[src/affine_warp_nearest_fetch_macros.svh]
// ----------------------------------------------------------------------------
// Assertion macros for the affine warp fetch block
// Shared concurrent assertion forms, clocked on clock and held off in reset.
// ----------------------------------------------------------------------------
`ifndef AFFINE_WARP_NEAREST_FETCH_MACROS_SVH
`define AFFINE_WARP_NEAREST_FETCH_MACROS_SVH

// Same-cycle implication.
`define AWNF_ASSERT_NOW(label, ante, cons) \
   label: assert property (@(posedge clock) disable iff (reset) (ante) |-> (cons)) \
      else $error("awnf assertion failed");

// Next-cycle implication.
`define AWNF_ASSERT_NEXT(label, ante, cons) \
   label: assert property (@(posedge clock) disable iff (reset) (ante) |=> (cons)) \
      else $error("awnf assertion failed");

`endif

[src/awnf_pkg.sv]
// ----------------------------------------------------------------------------
// awnf_pkg
// Types, widths and reset values shared by the affine warp fetch modules.
// ----------------------------------------------------------------------------
package awnf_pkg;

   localparam int POS_W       = 10;
   localparam int PIX_W       = 24;
   localparam int COEF_W      = 24;
   localparam int OFF_W       = 29;
   localparam int SIZE_W      = 9;
   localparam int CSR_DATA_W  = 29;
   localparam int CSR_INDEX_W = 3;
   localparam int PROD_W      = 35;
   localparam int SUM_W       = 36;
   localparam int FRAC_W      = 16;
   localparam int SRC_W       = SUM_W - FRAC_W;

   localparam int DEFAULT_MAX_ROWS = 256;
   localparam int DEFAULT_MAX_COLS = 256;

   localparam int QUEUE_DEPTH = 4;
   localparam int QPTR_W      = $clog2(QUEUE_DEPTH);

   localparam logic signed [COEF_W-1:0] COEF_ONE   = COEF_W'(65536);
   localparam logic signed [COEF_W-1:0] COEF_ZERO  = '0;
   localparam logic signed [OFF_W-1:0]  OFF_ZERO   = '0;
   localparam logic [SIZE_W-1:0]        SIZE_RESET = SIZE_W'(256);

   typedef enum logic [CSR_INDEX_W-1:0] {
      CSR_ROW_FROM_ROW = 3'd0,
      CSR_ROW_FROM_COL = 3'd1,
      CSR_ROW_OFFSET   = 3'd2,
      CSR_COL_FROM_ROW = 3'd3,
      CSR_COL_FROM_COL = 3'd4,
      CSR_COL_OFFSET   = 3'd5,
      CSR_SOURCE_ROWS  = 3'd6,
      CSR_SOURCE_COLS  = 3'd7
   } csr_index_type;

   typedef enum logic {
      ACTION_LOAD  = 1'b0,
      ACTION_FETCH = 1'b1
   } action_type;

   typedef struct packed {
      logic              action;
      logic [POS_W-1:0]  row;
      logic [POS_W-1:0]  col;
      logic [PIX_W-1:0]  pixel;
   } req_type;

   typedef struct packed {
      logic [PIX_W-1:0]  out_pixel;
      logic              hit;
   } rsp_type;

   typedef struct packed {
      logic full;
      logic empty;
   } q_status_type;

endpackage

[src/awnf_queue.sv]
// ----------------------------------------------------------------------------
// awnf_queue
// Short in-order queue of load and fetch jobs between the front and the back.
// ----------------------------------------------------------------------------
module awnf_queue #(
   parameter type job_type = logic
) (
   input  logic                    clock,
   input  logic                    reset,
   input  logic                    push,
   input  job_type                 push_job,
   input  logic                    pop,
   output job_type                 head_job,
   output awnf_pkg::q_status_type  status
);
   import awnf_pkg::*;

   job_type           slot_ff [QUEUE_DEPTH];
   logic [QPTR_W-1:0] wr_ptr_ff, rd_ptr_ff;
   logic [QPTR_W:0]   count_ff, count_in;

   always_comb begin
      count_in = count_ff;
      if (push && !pop) begin
         count_in = count_ff + 1'b1;
      end else if (pop && !push) begin
         count_in = count_ff - 1'b1;
      end
   end

   always_ff @(posedge clock) begin
      if (reset) begin
         wr_ptr_ff <= '0;
         rd_ptr_ff <= '0;
         count_ff  <= '0;
      end else begin
         count_ff <= count_in;
         if (push) begin
            wr_ptr_ff <= wr_ptr_ff + 1'b1;
         end
         if (pop) begin
            rd_ptr_ff <= rd_ptr_ff + 1'b1;
         end
      end
   end

   always_ff @(posedge clock) begin
      if (push) begin
         slot_ff[wr_ptr_ff] <= push_job;
      end
   end

   assign head_job     = slot_ff[rd_ptr_ff];
   assign status.full  = (count_ff == (QPTR_W+1)'(QUEUE_DEPTH));
   assign status.empty = (count_ff == '0);

endmodule

[config.mk]
export PLATFORM = sky130hd
export DESIGN_NAME = awnf_queue
export DESIGN_NICKNAME = d
export VERILOG_FILES = /design/src/affine_warp_nearest_fetch_macros.svh /design/src/awnf_pkg.sv /design/src/awnf_queue.sv
export SDC_FILE = /design/constraint.sdc
export NUM_CORES = 1
export LEC_CHECK = 0
export ABC_AREA = 1
export BUFFER_PORTS_ARGS = -buffer_cell sky130_fd_sc_hd__buf_4
export CORE_AREA = 2 2 39 41
export CTS_CLUSTER_DIAMETER = 150
export DETAILED_ROUTE_END_ITERATION = 8
export DIE_AREA = 0 0 41 43
export PLACE_DENSITY = 0.68
export SETUP_SLACK_MARGIN = 0.3
export SLEW_MARGIN = 5
export SYNTH_ARGS = -nofsm -noshare
export SYNTH_HDL_FRONTEND = slang
export SYNTH_SLANG_ARGS = --single-unit
export TNS_END_PERCENT = 10
[constraint.sdc]
create_clock -name clock -period 2 [get_ports clock]
set_clock_uncertainty 0.2 [all_clocks]
set_input_delay 0.5 -clock clock [delete_from_list [all_inputs] [get_ports clock]]
set_output_delay 0.5 -clock clock [all_outputs]
set_load 0.02 [all_outputs]
# == Word-level counts from Yosys, hierarchy flattened ==
# Memories as Yosys holds them, arrays and structs flattened. A register that Yosys moved wholly into a read port is not among the register bits.
# Index checks and enable logic that the tools add are counted.
# totals
ff_bits,7
mem_bits_rw,4
inputBits,5
output_inout_bits,3
wordCells,21
mem_count,1
# classes
add_sub_neg,4
n_eq_ne,1
n_mux,6
n_reduce_logical,6
# mem_list
memory,words,width,read_ports,rd_ports_with_merged_regs,write_ports,line,source
slot_ff,4,1,1,1,1,awnf_queue.sv:18,job_type slot_ff [QUEUE_DEPTH];
# op_table
cell,count
two-way mux 3 bit,2
"adder 2 x 1 -> 2 bit, second input constant",2
two-way mux 2 bit,2
"adder 3 x 1 -> 3 bit, second input constant",1
"equality test 3 bit, second input constant",1
logical NOT 3 bit,1
"subtractor 3 x 1 -> 3 bit, second input constant",1
logical AND 1 bit,2
logical NOT 1 bit,2
two-way mux 1 bit,2
nonzero test 2 bit,1

# == Depth between registers and ports, before layout ==
# logic_depth
ltp_word,4
depth_mapped,10
mapped_depth_nobuf,10

# == Worst setup path after synthesis ==
# No wires, ideal clock.
# synth_path
kind,input-to-reg
start,input port pop
end,register count_ff[2]
setup_time_ps,110
arrival_ps,1406
required_ps,1690
setup_slack_ps,284
path_stages,10
path_buffers,0
cell_sequence,inv_1 -> ha_1 -> inv_2 -> fa_1 -> inv_1 -> nand2_1 -> nand3_1 -> nand2_1 -> inv_1 -> nor2_1
# synth_via
elab_chain_cells,3
word_cells_on_any_way,5
cone_classes,1 x mux; 4 x reduce/logical
# synth_rtl
element,line,source
"start, declared",awnf_queue.sv:12,"input logic pop,"
logical NOT 1 bit,awnf_queue.sv:24,if (push && !pop) begin
logical AND 1 bit,awnf_queue.sv:24,
two-way mux 3 bit / nonzero test 2 bit (equally long branches),--,
"end signal, assigned",awnf_queue.sv:37,count_ff <= count_in;
"end, declared",awnf_queue.sv:20,"logic [QPTR_W:0] count_ff, count_in;"
# Parallel ways exist; a longest one is shown, timed or not.
# A chain may end at the register's enable or synchronous reset.

==> qor.yml <==
outcome: "completed"
critPathRequiredTime_ns: 1.30
start_kind: "register"
core_area_um2: 1380
drive_above_1_share_pct: 22.8
synth_top_area_share_pct: 29.8
netlist_area_um2: 606
place.gp.congestion: 0.769
cts_tree: "yes"
place_hpwl_um: 733
yosysTopAreaCell: "dfxtp_1"
min_path_type: "in2reg"
drv_slew: 0
rsz0062_at_grt: "true"
power.leakage_uw: 0.000339
dr_total_vias: 426
grt_max_degree: 9
postLayoutCoreUtil_pct: 50.8
end_kind: "primary output"
finalHoldViolations: 0
synthTopCellsByCount: "inv_1, nor2_1, dfxtp_1, nand2_1, ha_1"
ys_types: 18
finalCriticalPeriod_ns: 1.79
path_clk_slew_ns: 0.08
regArea_um2: 302
yosysMostFrequentCell: "inv_1"
drt_iter0_drc: 5
multi_input_area_um2: 250
grt_util_all_layers_pct: 13.3
via_per_inst: 4.48
peakVddDrop_mv: 0.331
fin_tns_setup_ns: 0
synth_edf_count: 4
dieArea_um2: 1760
rows: 14
synth_area_leaders: "dfxtp_1, edfxtp_1, ha_1"
crit_fanout: 3
synth-async-reset-ratio_pct: 0
grt_pass1_wl_um: 1540
syn_inst: 69
overflow: 0
die_h_um: 43
clock_sinks: 13
hold_ws_ns: 0.234
wirelength_um: 900
ys_warn_count: 0
fill_cells: 137
io_pins: 8
area_growth_pct: 16.1
fmax_mhz: 559
max_slew_margin_pct: 85.9
nNetsFinal: 91
ys.flop_type: "dfxtp_1"
portBuffers: 7
maxCapViolCount: 0
wl_per_cell_um: 9.47
arrival_ns: 1.09
finalSetupViolCount: 0
first_global_vias: 406
power_density_nw_per_um2: 825
tightest_slew_ns: 0.211
crit_type: "reg2out"
antenna_found_initial: 0
antenna_cells: 0
worstSkewPairLatency_ns: 0.26
ys_ff_latch: 13
clock_path_buffers: 2
start_util_pct: 43.8
syn_area_per_cell_um2: 8.78
drt_pass1_iterations: 4
htreeDepth: 1
power_uw: 580
hold_buffers: 0
synth-seq-area-share_pct: 49.6
period_share_pct: 89.5
root_buffer: "clkbuf_4"
drcViolationCount: 0
drt.antenna.violating_nets: 0
syn_nets: 80
die_w_um: 41
cts_buffers: 3
[stage by stage]
stage / instances / setup WS (ns) / cell area (um2)
2_1_floorplan: 69 / 0.317 / 608
3_3_place_gp: 91 / 0.151 / 673
3_5_place_dp: 91 / 0.123 / 673
4_1_cts: 95 / 0.198 / 701
5_1_grt: 95 / 0.103 / 703
6_report: 95 / 0.211 / 703
[worst paths after layout]
kind,slack (ns),startpoint,cells past startpoint,end
max,0.21,register,6,head_job
min,0.23,reset,2,wr_ptr_ff[0]
max reg2reg,0.62,count_ff[0],3,count_ff[1]
min reg2reg,0.29,rd_ptr_ff[0],1,rd_ptr_ff[0]
[routing by layer]
metal / part of all wire [%] / vias to the layer above / track usage (%)
met5: 0 / - / 0
met4: 1.0 / 0 / 10.0
met3: 3.2 / 2 / 3.14
met2: 51 / 6 / 20.0
met1: 45 / 183 / 15.4
li1: - / 235 / -
[where the power goes]
| part | switching (uW) | total (uW) | internal, uW |
|---|---|---|---|
| Clock | 76.4 | 153 | 77.0 |
| Sequential | 18.6 | 313 | 294 |
| Combinational | 63.3 | 114 | 50.6 |
| Total | 158 | 580 | 422 |
[final cells by class]
| cell class | count | area share, % |
|---|---|---|
| Sequential cell | 13 | 42.9 |
| Clock buffer | 4 | 3.74 |
| Timing Repair Buffer | 7 | 7.47 |
| Inverter | 14 | 7.47 |
| Tap cell | 16 | 2.85 |
| Multi-Input combinational cell | 41 | 35.6 |
[what timing repair did]
item / 4_1_cts / 5_1_grt
pin swaps: 0 / 2
gates resized for setup: 1 / 2
buffers inserted: 0 / 0
setup endpoints to repair: 3 / 3
[worst max-delay path, cell delays in order, from the launching register on]
cell     delay (ns)
dfxtp_2        0.35
inv_2          0.04
nor2_2         0.09
nor2_1         0.05
o21ai_1        0.07
o21ai_1        0.08
buf_4          0.16
[cell usage in the layout, fill, tap and decap left out]
| master | instances |
|---|---|
| dfxtp_2 | 1 |
| nand2_2 | 1 |
| fa_2 | 1 |
| inv_2 | 4 |
| clkbuf_4 | 3 |
| edfxtp_1 | 4 |
| buf_4 | 7 |
| nand4_1 | 1 |
| ha_1 | 5 |
| clkbuf_1 | 1 |
| dfxtp_1 | 8 |
| nor2_2 | 1 |
| nor3_1 | 2 |
| xnor2_1 | 1 |
| nand2_1 | 8 |
| nor2_1 | 9 |
| o21ai_0 | 2 |
| inv_1 | 10 |
| a21oi_1 | 4 |
| xor2_1 | 1 |
| nand3_1 | 1 |
| o21ai_1 | 4 |
[cell families (layout without fill, tap and decap cells)]
| group | Yosys count | after routing | synth area share (%) |
|---|---|---|---|
| xor+xnor | 2 | 2 | 2.89 |
| buf+inv | 15 | 25 | 9.92 |
| simple gates | 23 | 23 | 15.7 |
| fa+ha+maj | 6 | 6 | 13.6 |
| flops | 13 | 13 | 49.6 |
| compound gates | 10 | 10 | 8.26 |
(Power assumes the default switching activity.)
