**src/affine_warp_nearest_fetch_macros.svh**
```systemverilog
// ----------------------------------------------------------------------------
// Assertion macros for the affine warp fetch block
// Shared concurrent assertion forms, clocked on clock and held off in reset.
// ----------------------------------------------------------------------------
`ifndef AFFINE_WARP_NEAREST_FETCH_MACROS_SVH
`define AFFINE_WARP_NEAREST_FETCH_MACROS_SVH

// Same-cycle implication.
`define AWNF_ASSERT_NOW(label, ante, cons) \
   label: assert property (@(posedge clock) disable iff (reset) (ante) |-> (cons)) \
      else $error("awnf assertion failed");

// Next-cycle implication.
`define AWNF_ASSERT_NEXT(label, ante, cons) \
   label: assert property (@(posedge clock) disable iff (reset) (ante) |=> (cons)) \
      else $error("awnf assertion failed");

`endif

```
**src/awnf_pkg.sv**
```systemverilog
// ----------------------------------------------------------------------------
// awnf_pkg
// Types, widths and reset values shared by the affine warp fetch modules.
// ----------------------------------------------------------------------------
package awnf_pkg;

   localparam int POS_W       = 10;
   localparam int PIX_W       = 24;
   localparam int COEF_W      = 24;
   localparam int OFF_W       = 29;
   localparam int SIZE_W      = 9;
   localparam int CSR_DATA_W  = 29;
   localparam int CSR_INDEX_W = 3;
   localparam int PROD_W      = 35;
   localparam int SUM_W       = 36;
   localparam int FRAC_W      = 16;
   localparam int SRC_W       = SUM_W - FRAC_W;

   localparam int DEFAULT_MAX_ROWS = 256;
   localparam int DEFAULT_MAX_COLS = 256;

   localparam int QUEUE_DEPTH = 4;
   localparam int QPTR_W      = $clog2(QUEUE_DEPTH);

   localparam logic signed [COEF_W-1:0] COEF_ONE   = COEF_W'(65536);
   localparam logic signed [COEF_W-1:0] COEF_ZERO  = '0;
   localparam logic signed [OFF_W-1:0]  OFF_ZERO   = '0;
   localparam logic [SIZE_W-1:0]        SIZE_RESET = SIZE_W'(256);

   typedef enum logic [CSR_INDEX_W-1:0] {
      CSR_ROW_FROM_ROW = 3'd0,
      CSR_ROW_FROM_COL = 3'd1,
      CSR_ROW_OFFSET   = 3'd2,
      CSR_COL_FROM_ROW = 3'd3,
      CSR_COL_FROM_COL = 3'd4,
      CSR_COL_OFFSET   = 3'd5,
      CSR_SOURCE_ROWS  = 3'd6,
      CSR_SOURCE_COLS  = 3'd7
   } csr_index_type;

   typedef enum logic {
      ACTION_LOAD  = 1'b0,
      ACTION_FETCH = 1'b1
   } action_type;

   typedef struct packed {
      logic              action;
      logic [POS_W-1:0]  row;
      logic [POS_W-1:0]  col;
      logic [PIX_W-1:0]  pixel;
   } req_type;

   typedef struct packed {
      logic [PIX_W-1:0]  out_pixel;
      logic              hit;
   } rsp_type;

   typedef struct packed {
      logic full;
      logic empty;
   } q_status_type;

endpackage

```
**src/awnf_front.sv**
```systemverilog
// ----------------------------------------------------------------------------
// awnf_front
// Holds the matrix registers, accepts beats, forms the products, then sums,
// truncates and bound-checks them into one job for the queue.
// ----------------------------------------------------------------------------
module awnf_front #(
   parameter int MAX_ROWS = 256,
   parameter int MAX_COLS = 256
) (
   input  logic                               clock,
   input  logic                               reset,
   input  logic                               req_valid,
   output logic                               req_ready,
   input  awnf_pkg::req_type                  req_data,
   input  logic                               csr_we,
   input  logic [awnf_pkg::CSR_INDEX_W-1:0]   csr_index,
   input  logic [awnf_pkg::CSR_DATA_W-1:0]    csr_wdata,
   input  awnf_pkg::q_status_type             q_status,
   output logic                               q_push,
   output logic [$clog2(MAX_ROWS)+$clog2(MAX_COLS)+awnf_pkg::PIX_W+2:0] q_job
);
   import awnf_pkg::*;

   localparam int ROW_W = $clog2(MAX_ROWS);
   localparam int COL_W = $clog2(MAX_COLS);

   typedef struct packed {
      logic              is_fetch;
      logic              wr_en;
      logic              hit;
      logic [ROW_W-1:0]  row_idx;
      logic [COL_W-1:0]  col_idx;
      logic [PIX_W-1:0]  pixel;
   } job_type;

   logic signed [COEF_W-1:0] rr_ff, rc_ff, cr_ff, cc_ff;
   logic signed [OFF_W-1:0]  roff_ff, coff_ff;
   logic [SIZE_W-1:0]        rows_ff, cols_ff;

   logic                     s1_valid_ff, s1_valid_in;
   logic                     s1_action_ff;
   logic [POS_W-1:0]         s1_row_ff, s1_col_ff;
   logic [PIX_W-1:0]         s1_pixel_ff;
   logic signed [PROD_W-1:0] p_rr_ff, p_rc_ff, p_cr_ff, p_cc_ff;
   logic signed [PROD_W-1:0] p_rr_in, p_rc_in, p_cr_in, p_cc_in;

   logic                     accept, advance;
   logic signed [SUM_W-1:0]  sum_row, sum_col;
   logic [SRC_W-1:0]         src_row, src_col, lim_rows, lim_cols;
   logic [SRC_W-1:0]         ld_row, ld_col;
   logic                     hit_row, hit_col, ld_ok;
   job_type                  job;

   always_ff @(posedge clock) begin
      if (reset) begin
         rr_ff   <= COEF_ONE;
         rc_ff   <= COEF_ZERO;
         roff_ff <= OFF_ZERO;
         cr_ff   <= COEF_ZERO;
         cc_ff   <= COEF_ONE;
         coff_ff <= OFF_ZERO;
         rows_ff <= SIZE_RESET;
         cols_ff <= SIZE_RESET;
      end else if (csr_we) begin
         case (csr_index_type'(csr_index))
            CSR_ROW_FROM_ROW: rr_ff   <= $signed(csr_wdata[COEF_W-1:0]);
            CSR_ROW_FROM_COL: rc_ff   <= $signed(csr_wdata[COEF_W-1:0]);
            CSR_ROW_OFFSET:   roff_ff <= $signed(csr_wdata[OFF_W-1:0]);
            CSR_COL_FROM_ROW: cr_ff   <= $signed(csr_wdata[COEF_W-1:0]);
            CSR_COL_FROM_COL: cc_ff   <= $signed(csr_wdata[COEF_W-1:0]);
            CSR_COL_OFFSET:   coff_ff <= $signed(csr_wdata[OFF_W-1:0]);
            CSR_SOURCE_ROWS:  rows_ff <= csr_wdata[SIZE_W-1:0];
            CSR_SOURCE_COLS:  cols_ff <= csr_wdata[SIZE_W-1:0];
            default: begin
            end
         endcase
      end
   end

   assign advance   = s1_valid_ff && !q_status.full;
   assign req_ready = !s1_valid_ff || !q_status.full;
   assign accept    = req_valid && req_ready;

   always_comb begin
      p_rr_in = PROD_W'($signed({1'b0, req_data.row}) * rr_ff);
      p_rc_in = PROD_W'($signed({1'b0, req_data.col}) * rc_ff);
      p_cr_in = PROD_W'($signed({1'b0, req_data.row}) * cr_ff);
      p_cc_in = PROD_W'($signed({1'b0, req_data.col}) * cc_ff);
      s1_valid_in = accept || (s1_valid_ff && !advance);
   end

   always_ff @(posedge clock) begin
      if (reset) begin
         s1_valid_ff <= 1'b0;
      end else begin
         s1_valid_ff <= s1_valid_in;
      end
   end

   always_ff @(posedge clock) begin
      if (accept) begin
         s1_action_ff <= req_data.action;
         s1_row_ff    <= req_data.row;
         s1_col_ff    <= req_data.col;
         s1_pixel_ff  <= req_data.pixel;
         p_rr_ff      <= p_rr_in;
         p_rc_ff      <= p_rc_in;
         p_cr_ff      <= p_cr_in;
         p_cc_ff      <= p_cc_in;
      end
   end

   // A negative sum truncates to a row or column of zero or below, always a miss.
   always_comb begin
      sum_row  = SUM_W'(p_rr_ff) + SUM_W'(p_rc_ff) + SUM_W'(roff_ff);
      sum_col  = SUM_W'(p_cr_ff) + SUM_W'(p_cc_ff) + SUM_W'(coff_ff);
      src_row  = sum_row[FRAC_W +: SRC_W];
      src_col  = sum_col[FRAC_W +: SRC_W];
      lim_rows = (SRC_W'(rows_ff) > SRC_W'(MAX_ROWS)) ? SRC_W'(MAX_ROWS) : SRC_W'(rows_ff);
      lim_cols = (SRC_W'(cols_ff) > SRC_W'(MAX_COLS)) ? SRC_W'(MAX_COLS) : SRC_W'(cols_ff);
      hit_row  = !sum_row[SUM_W-1] && (src_row != '0) && (src_row < lim_rows);
      hit_col  = !sum_col[SUM_W-1] && (src_col != '0) && (src_col < lim_cols);
      ld_row   = SRC_W'(s1_row_ff);
      ld_col   = SRC_W'(s1_col_ff);
      ld_ok    = (ld_row < SRC_W'(MAX_ROWS)) && (ld_col < SRC_W'(MAX_COLS));

      job.pixel = s1_pixel_ff;
      if (s1_action_ff == ACTION_FETCH) begin
         job.is_fetch = 1'b1;
         job.wr_en    = 1'b0;
         job.hit      = hit_row && hit_col;
         job.row_idx  = src_row[ROW_W-1:0];
         job.col_idx  = src_col[COL_W-1:0];
      end else begin
         job.is_fetch = 1'b0;
         job.wr_en    = ld_ok;
         job.hit      = 1'b0;
         job.row_idx  = ld_row[ROW_W-1:0];
         job.col_idx  = ld_col[COL_W-1:0];
      end
   end

   assign q_push = advance;
   assign q_job  = job;

endmodule

```
**config.mk**
```make
export PLATFORM = sky130hd
export DESIGN_NAME = awnf_front
export DESIGN_NICKNAME = d
export VERILOG_FILES = /design/src/affine_warp_nearest_fetch_macros.svh /design/src/awnf_pkg.sv /design/src/awnf_front.sv
export SDC_FILE = /design/constraint.sdc
export NUM_CORES = 2
export LEC_CHECK = 0
export BUFFER_PORTS_ARGS = -buffer_cell sky130_fd_sc_hd__buf_2
export CAP_MARGIN = 20
export CORE_ASPECT_RATIO = 1.75
export CORE_MARGIN = 5
export CORE_UTILIZATION = 60
export CTS_BUF_LIST = sky130_fd_sc_hd__clkbuf_2 sky130_fd_sc_hd__clkbuf_4 sky130_fd_sc_hd__clkbuf_8
export DETAILED_ROUTE_END_ITERATION = 7
export HOLD_SLACK_MARGIN = 0.08
export PLACE_DENSITY = 0.8
export SKIP_LAST_GASP = 1
export SLEW_MARGIN = 20
export SYNTH_ARGS = -nofsm -noshare
export SYNTH_HDL_FRONTEND = slang
export SYNTH_SLANG_ARGS = --single-unit
```
**constraint.sdc**
```tcl
create_clock -name clock -period 7.5 [get_ports clock]
set_input_delay 1.5 -clock clock [delete_from_list [all_inputs] [get_ports clock]]
set_output_delay 1.5 -clock clock [all_outputs]
set_load 0.02 [all_outputs]
```
Yosys cells after proc, flatten, opt, wreduce, memory -nomap -nowiden

Cells that the tools add are included.

Register bits: 358
Input port bits: 83

Add/subtract/negate cells: 4
Multiply operators: 4
Magnitude comparators: 6
Eq/ne operators: 7
Mux-type cells: 3
Reduce and logical (&&, ||, !) cells: 27

Operators by type and width:

| cell                                                                  | number |
|---|---|
| 11-bit by 24-bit multiplier with 35-bit output                        | 4 |
| 35-bit by 35-bit adder with 36-bit output                             | 2 |
| 36-bit by 29-bit adder with 36-bit output                             | 2 |
| 20-bit by 9-bit < comparator with 1-bit output                        | 2 |
| 20-bit nonzero test                                                   | 2 |
| 10-bit by 9-bit < comparator with 1-bit output, second input constant | 2 |
| 19-bit two-way mux                                                    | 1 |
| 9-bit greater-than comparator, second input constant                  | 2 |
| 9-bit two-way mux                                                     | 2 |
| 2-bit AND reduction                                                   | 8 |
| 3-bit == test, second input constant                                  | 4 |
| 1-bit logical AND                                                     | 9 |
| 3-bit by 2-bit == test with 1-bit output, second input constant       | 2 |
| 1-bit logical NOT                                                     | 5 |
| 3-bit by 1-bit == test with 1-bit output, second input constant       | 1 |
| 3-bit logical NOT                                                     | 1 |
| 1-bit logical OR                                                      | 2 |

Logic depth before layout (Yosys ltp)

Word-level depth: 7
Depth in mapped cells: 25
Gate-level depth less buffers: 24

Worst setup path before layout

No wires, ideal clock.

Path type: input to register
Start point: in req_data[36] (netlist name)
End point: reg p_rr_ff[33] (data pin)
Arrival: 7194 ps
Data required time: 7305 ps
Path slack: 111 ps
Cell stages on the path: 21
Buffers on the path: 2
Cell sequence: clkbuf_1 -> clkbuf_1 -> nand2_1 -> fa_1 -> fa_1 -> inv_1 -> fa_1 -> fa_1 -> inv_1 -> fa_1 -> inv_1 -> ha_1 -> a2111oi_0 -> nand3b_1 -> o211a_1 -> a221oi_2 -> o21ai_1 -> o41ai_2 -> o211ai_1 -> a2111o_1 -> o311ai_0

Longest elaborated chain between the ends: 1

RTL lines:

| what                                           | RTL line          | text |
|---|---|---|
| start: declaration                             | awnf_front.sv:14  | `input awnf_pkg::req_type req_data,` |
| 11-bit by 24-bit multiplier with 35-bit output | awnf_front.sv:85  | `p_rr_in = PROD_W'($signed({1'b0, req_data.row}) * rr_ff);` |
| named net p_rr_in[33]                          | awnf_front.sv:45  | `logic signed [PROD_W-1:0] p_rr_in, p_rc_in, p_cr_in, p_cc_in;` |
| end signal: assignment                         | awnf_front.sv:106 | `p_rr_ff <= p_rr_in;` |
| end: declaration                               | awnf_front.sv:44  | `logic signed [PROD_W-1:0] p_rr_ff, p_rc_ff, p_cr_ff, p_cc_ff;` |

The timed path passes the listed nets, and every way through them passes these cells.
A chain may end at the register's enable or synchronous reset.

Worst setup path in the final report

Start point: reg coff_ff[5]
End point: out q_job[40] (netlist name)

Longest elaborated chain between the ends: 6
Elaborated cells between the ends (all ways): 8
Classes of those cells: add/sub (1); order compare (1); mux (1); reduce/logical (5)

RTL lines:

| what                                                                                   | RTL line          | text |
|---|---|---|
| start: declaration                                                                     | awnf_front.sv:37  | `logic signed [OFF_W-1:0] roff_ff, coff_ff;` |
| start signal: assignment                                                               | awnf_front.sv:71  | `CSR_COL_OFFSET: coff_ff <= $signed(csr_wdata[OFF_W-1:0]);` |
| 36-bit by 29-bit adder with 36-bit output (*)                                          | awnf_front.sv:116 | `sum_col = SUM_W'(p_cr_ff) + SUM_W'(p_cc_ff) + SUM_W'(coff_ff);` |
| branches (longest 2 deep; another with 20-bit by 9-bit < comparator with 1-bit output) | -                 |  |
| 1-bit logical AND (*)                                                                  | awnf_front.sv:122 | `hit_col = !sum_col[SUM_W-1] && (src_col != '0) && (src_col < lim_cols);` |
| 1-bit logical AND (*)                                                                  | awnf_front.sv:131 | `job.hit = hit_row && hit_col;` |
| 19-bit two-way mux (*)                                                                 | awnf_front.sv:128 | `if (s1_action_ff == ACTION_FETCH) begin` |
| end: declaration                                                                       | awnf_front.sv:20  | `output logic [$clog2(MAX_ROWS)+$clog2(MAX_COLS)+awnf_pkg::PIX_W+2:0] q_job` |

Mark *: on every way between the ends.

==> results.yml <==
power:
  max-vdd-ir-drop_uv: 154
  powerDensity_nw_per_um2: 131
  p_leak_nw: 26.5
  total_power_mw: 7.21
cts:
  root_buffer: "clkbuf_8"
  htree_num_levels: 2
  cts.sinks: 358
  cts_made_buffers: 58
  clockBufferDepth: 3
  cts_tree: "yes"
  clk_pin_slew_ns: 0.07
  clock_latency_ns: 0.72
detailed_routing:
  drtAntennaViolNets: 0
  detail_route.first_pass.iterations: 5
  finalWirelength_mm: 131
  via_per_inst: 5.69
  drc: 0
  num_vias: 38200
  first_iter_violations: 2726
  wire_per_inst_um: 19.6
placement:
  dp_hpwl_mm: 102
  portBuffers: 126
  gp_congestion: 0.963
sta:
  worst_pin_slew_ns: 1.14
  fmax_mhz: 129
  fin_crit_ns: 7.72
  setup_viol: 1
  skew_ns: 0.0554
  setup_ws_ns: -0.225
  rsz0062_at_grt: "true"
  period_share_pct: 103
  slew_violations: 0
  relSlewSlack_pct: 24.1
  hold_viol: 0
  tns_ns: -0.225
setup_path:
  cp_common_cell: "buf_4"
  worstPathRequired_ns: 6.00
  end_kind: "output port"
  crit_fanout: 2
  r2r_slack_ns: 0.85
  slowest_stage: "fa_1"
  critPathMaxStageDelay_ns: 0.54
  arrival_ns: 6.22
  critical_path_class: "flop to output port"
  cp-start-kind: "flop"
yosys:
  synth_top_cell_by_area: "fa_1"
  ys_types: 86
  yosysSeqAreaShare_pct: 18.0
  synthCells: 5430
  yosysTopAreaCellShare_pct: 36.1
  synth-edff-count: 185
  ys_async_sr_fraction_pct: 0
  syn_avg_cell_area_sq_um: 9.24
  synth_area_sq_um: 50200
  ys.flop_type: "edfxtp_1"
  synth_seq_cells: 358
  syn-num-nets: 6809
  yosys_warnings: 0
  synthTopCellsByArea: "fa_1, edfxtp_1, ha_1"
global_route:
  grt.overflow.total: 0
  antenna_found_initial: 11
  grtUsageTotal_pct: 30.0
  grt_max_degree: 91
  grt_pass1_wl_mm: 214
  grt_pass1_vias: 41900
finish:
  final_layout_size_suffix_gt1_share_pct: 9.99
  fin_nets: 6962
  final_util_pct: 66.0
  syn_to_final_growth_pct: 9.52
run_status:
  violations: "negative setup slack"
  outcome: "finished with violations"
die:
  num_rows: 140
  die_h_um: 393
  start_util_pct: 60.3
  fp.dieW_um: 229
  io_pins: 128
  core_sq_um: 83200
  dieArea_sq_um: 89700
hold_path:
  hp-class: "flop to flop"
flow_run:
  cap_violations: 0
[worst paths after layout]
path / startpoint / end / cells past startpoint
worst min register to register: rows_ff[6] / rows_ff[6] / 2
worst min-delay path: rows_ff[6] / rows_ff[6] / 2
worst max-delay path: coff_ff[5] / q_job[40] / 29
worst max register to register: rr_ff[12] / p_rr_ff[32] / 21
[where the power goes]
part | switching, mW | internal [mW]
registers | 0.109 | 2.21
clock network | 0.957 | 1.30
logic | 1.55 | 1.08
[routing by layer]
metal	global-route usage [%]	wire, um	share of wire, %
met1	34.2	46500	35
met5	0	13	0.0099
met3	5.00	9280	7.1
met4	19.6	10600	8.1
met2	52.1	65100	50
[cells by family after synthesis]
kind of cell | share of synthesized area (%)
buffers and inverters | 9.52
adders and majority gates | 45.8
muxes | 0.419
and+or+nand+nor | 15.5
xor gates and xnor gates | 2.78
AOI/OAI and AO/OA | 7.94
DFF | 18.0
[cells in the final DEF, fill, tap and decap left out, drive strengths merged, types with 114 or more instances in the layout]
master  instances
a21oi         321
edfxtp        185
ha            392
nand2        1018
xnor2         114
and2          380
dfxtp         173
buf           356
fa            904
inv          1009
[cells in the mapped netlist, types with 45 or more instances]
cell and count:
a21oi_1 320, o21ai_0 66, xor2_1 45, a21o_1 58, fa_1 904, nor2_1 96
ha_1 392, nand2_1 1018, nand3_1 46, dfxtp_1 173, inv_1 1004, and2_1 378
xnor2_1 114, clkbuf_1 249, edfxtp_1 185
[per-stage QoR]
| stage | std cells | hold WS (ns) | setup WS, ns | instance area (sq um) |
|---|---|---|---|---|
| 6_report | 6706 | 0.457 | -0.225 | 55000 |
| 5_1_grt | 6699 | 0.474 | -0.465 | 54900 |
| 4_1_cts | 6695 | 0.456 | -0.193 | 54800 |
| 3_5_place_dp | 6581 | 0.446 | -0.394 | 53100 |
| 3_3_place_gp | 6580 | 0.442 | -0.269 | 53000 |
| 2_1_floorplan | 5430 | 0.432 | 0.111 | 50200 |
[registers in the layout (all words and copies together) (netlist names), 29 cells and up]
register	flops
coff_ff	29
p_cc_ff	35
p_cr_ff	35
p_rc_ff	35
p_rr_ff	35
roff_ff	29
[layout make-up]
class | instances | area, sq um
Tap cell | 1065 | 1330
Timing Repair Buffer | 356 | 2580
Fill cell | 6364 | 28200
Inverter | 1006 | 3780
Sequential cell | 358 | 9020
Antenna cell | 8 | 20.0
Clock inverter | 48 | 671
Multi-Input combinational cell | 3803 | 36700
Clock buffer | 62 | 841
[critical path, delay by kind of cell, from the launching register on]
| family | cells | cell delay, ns |
|---|---|---|
| compound gates | 12 | 2.37 |
| xor+xnor | 1 | 0.13 |
| buf+inv | 7 | 0.90 |
| fa+ha+maj | 3 | 0.97 |
| simple gates | 6 | 0.81 |
| flops | 1 | 0.33 |
[repair_timing]
item                                    4_1_cts  5_1_grt
setup buffers                                 7        3
hold buffers                                  0        0
pin swaps                                    24       20
resized for setup                            40       13
endpoints found under the setup margin        1        1
No activity file was read; power rests on OpenSTA's default activity.
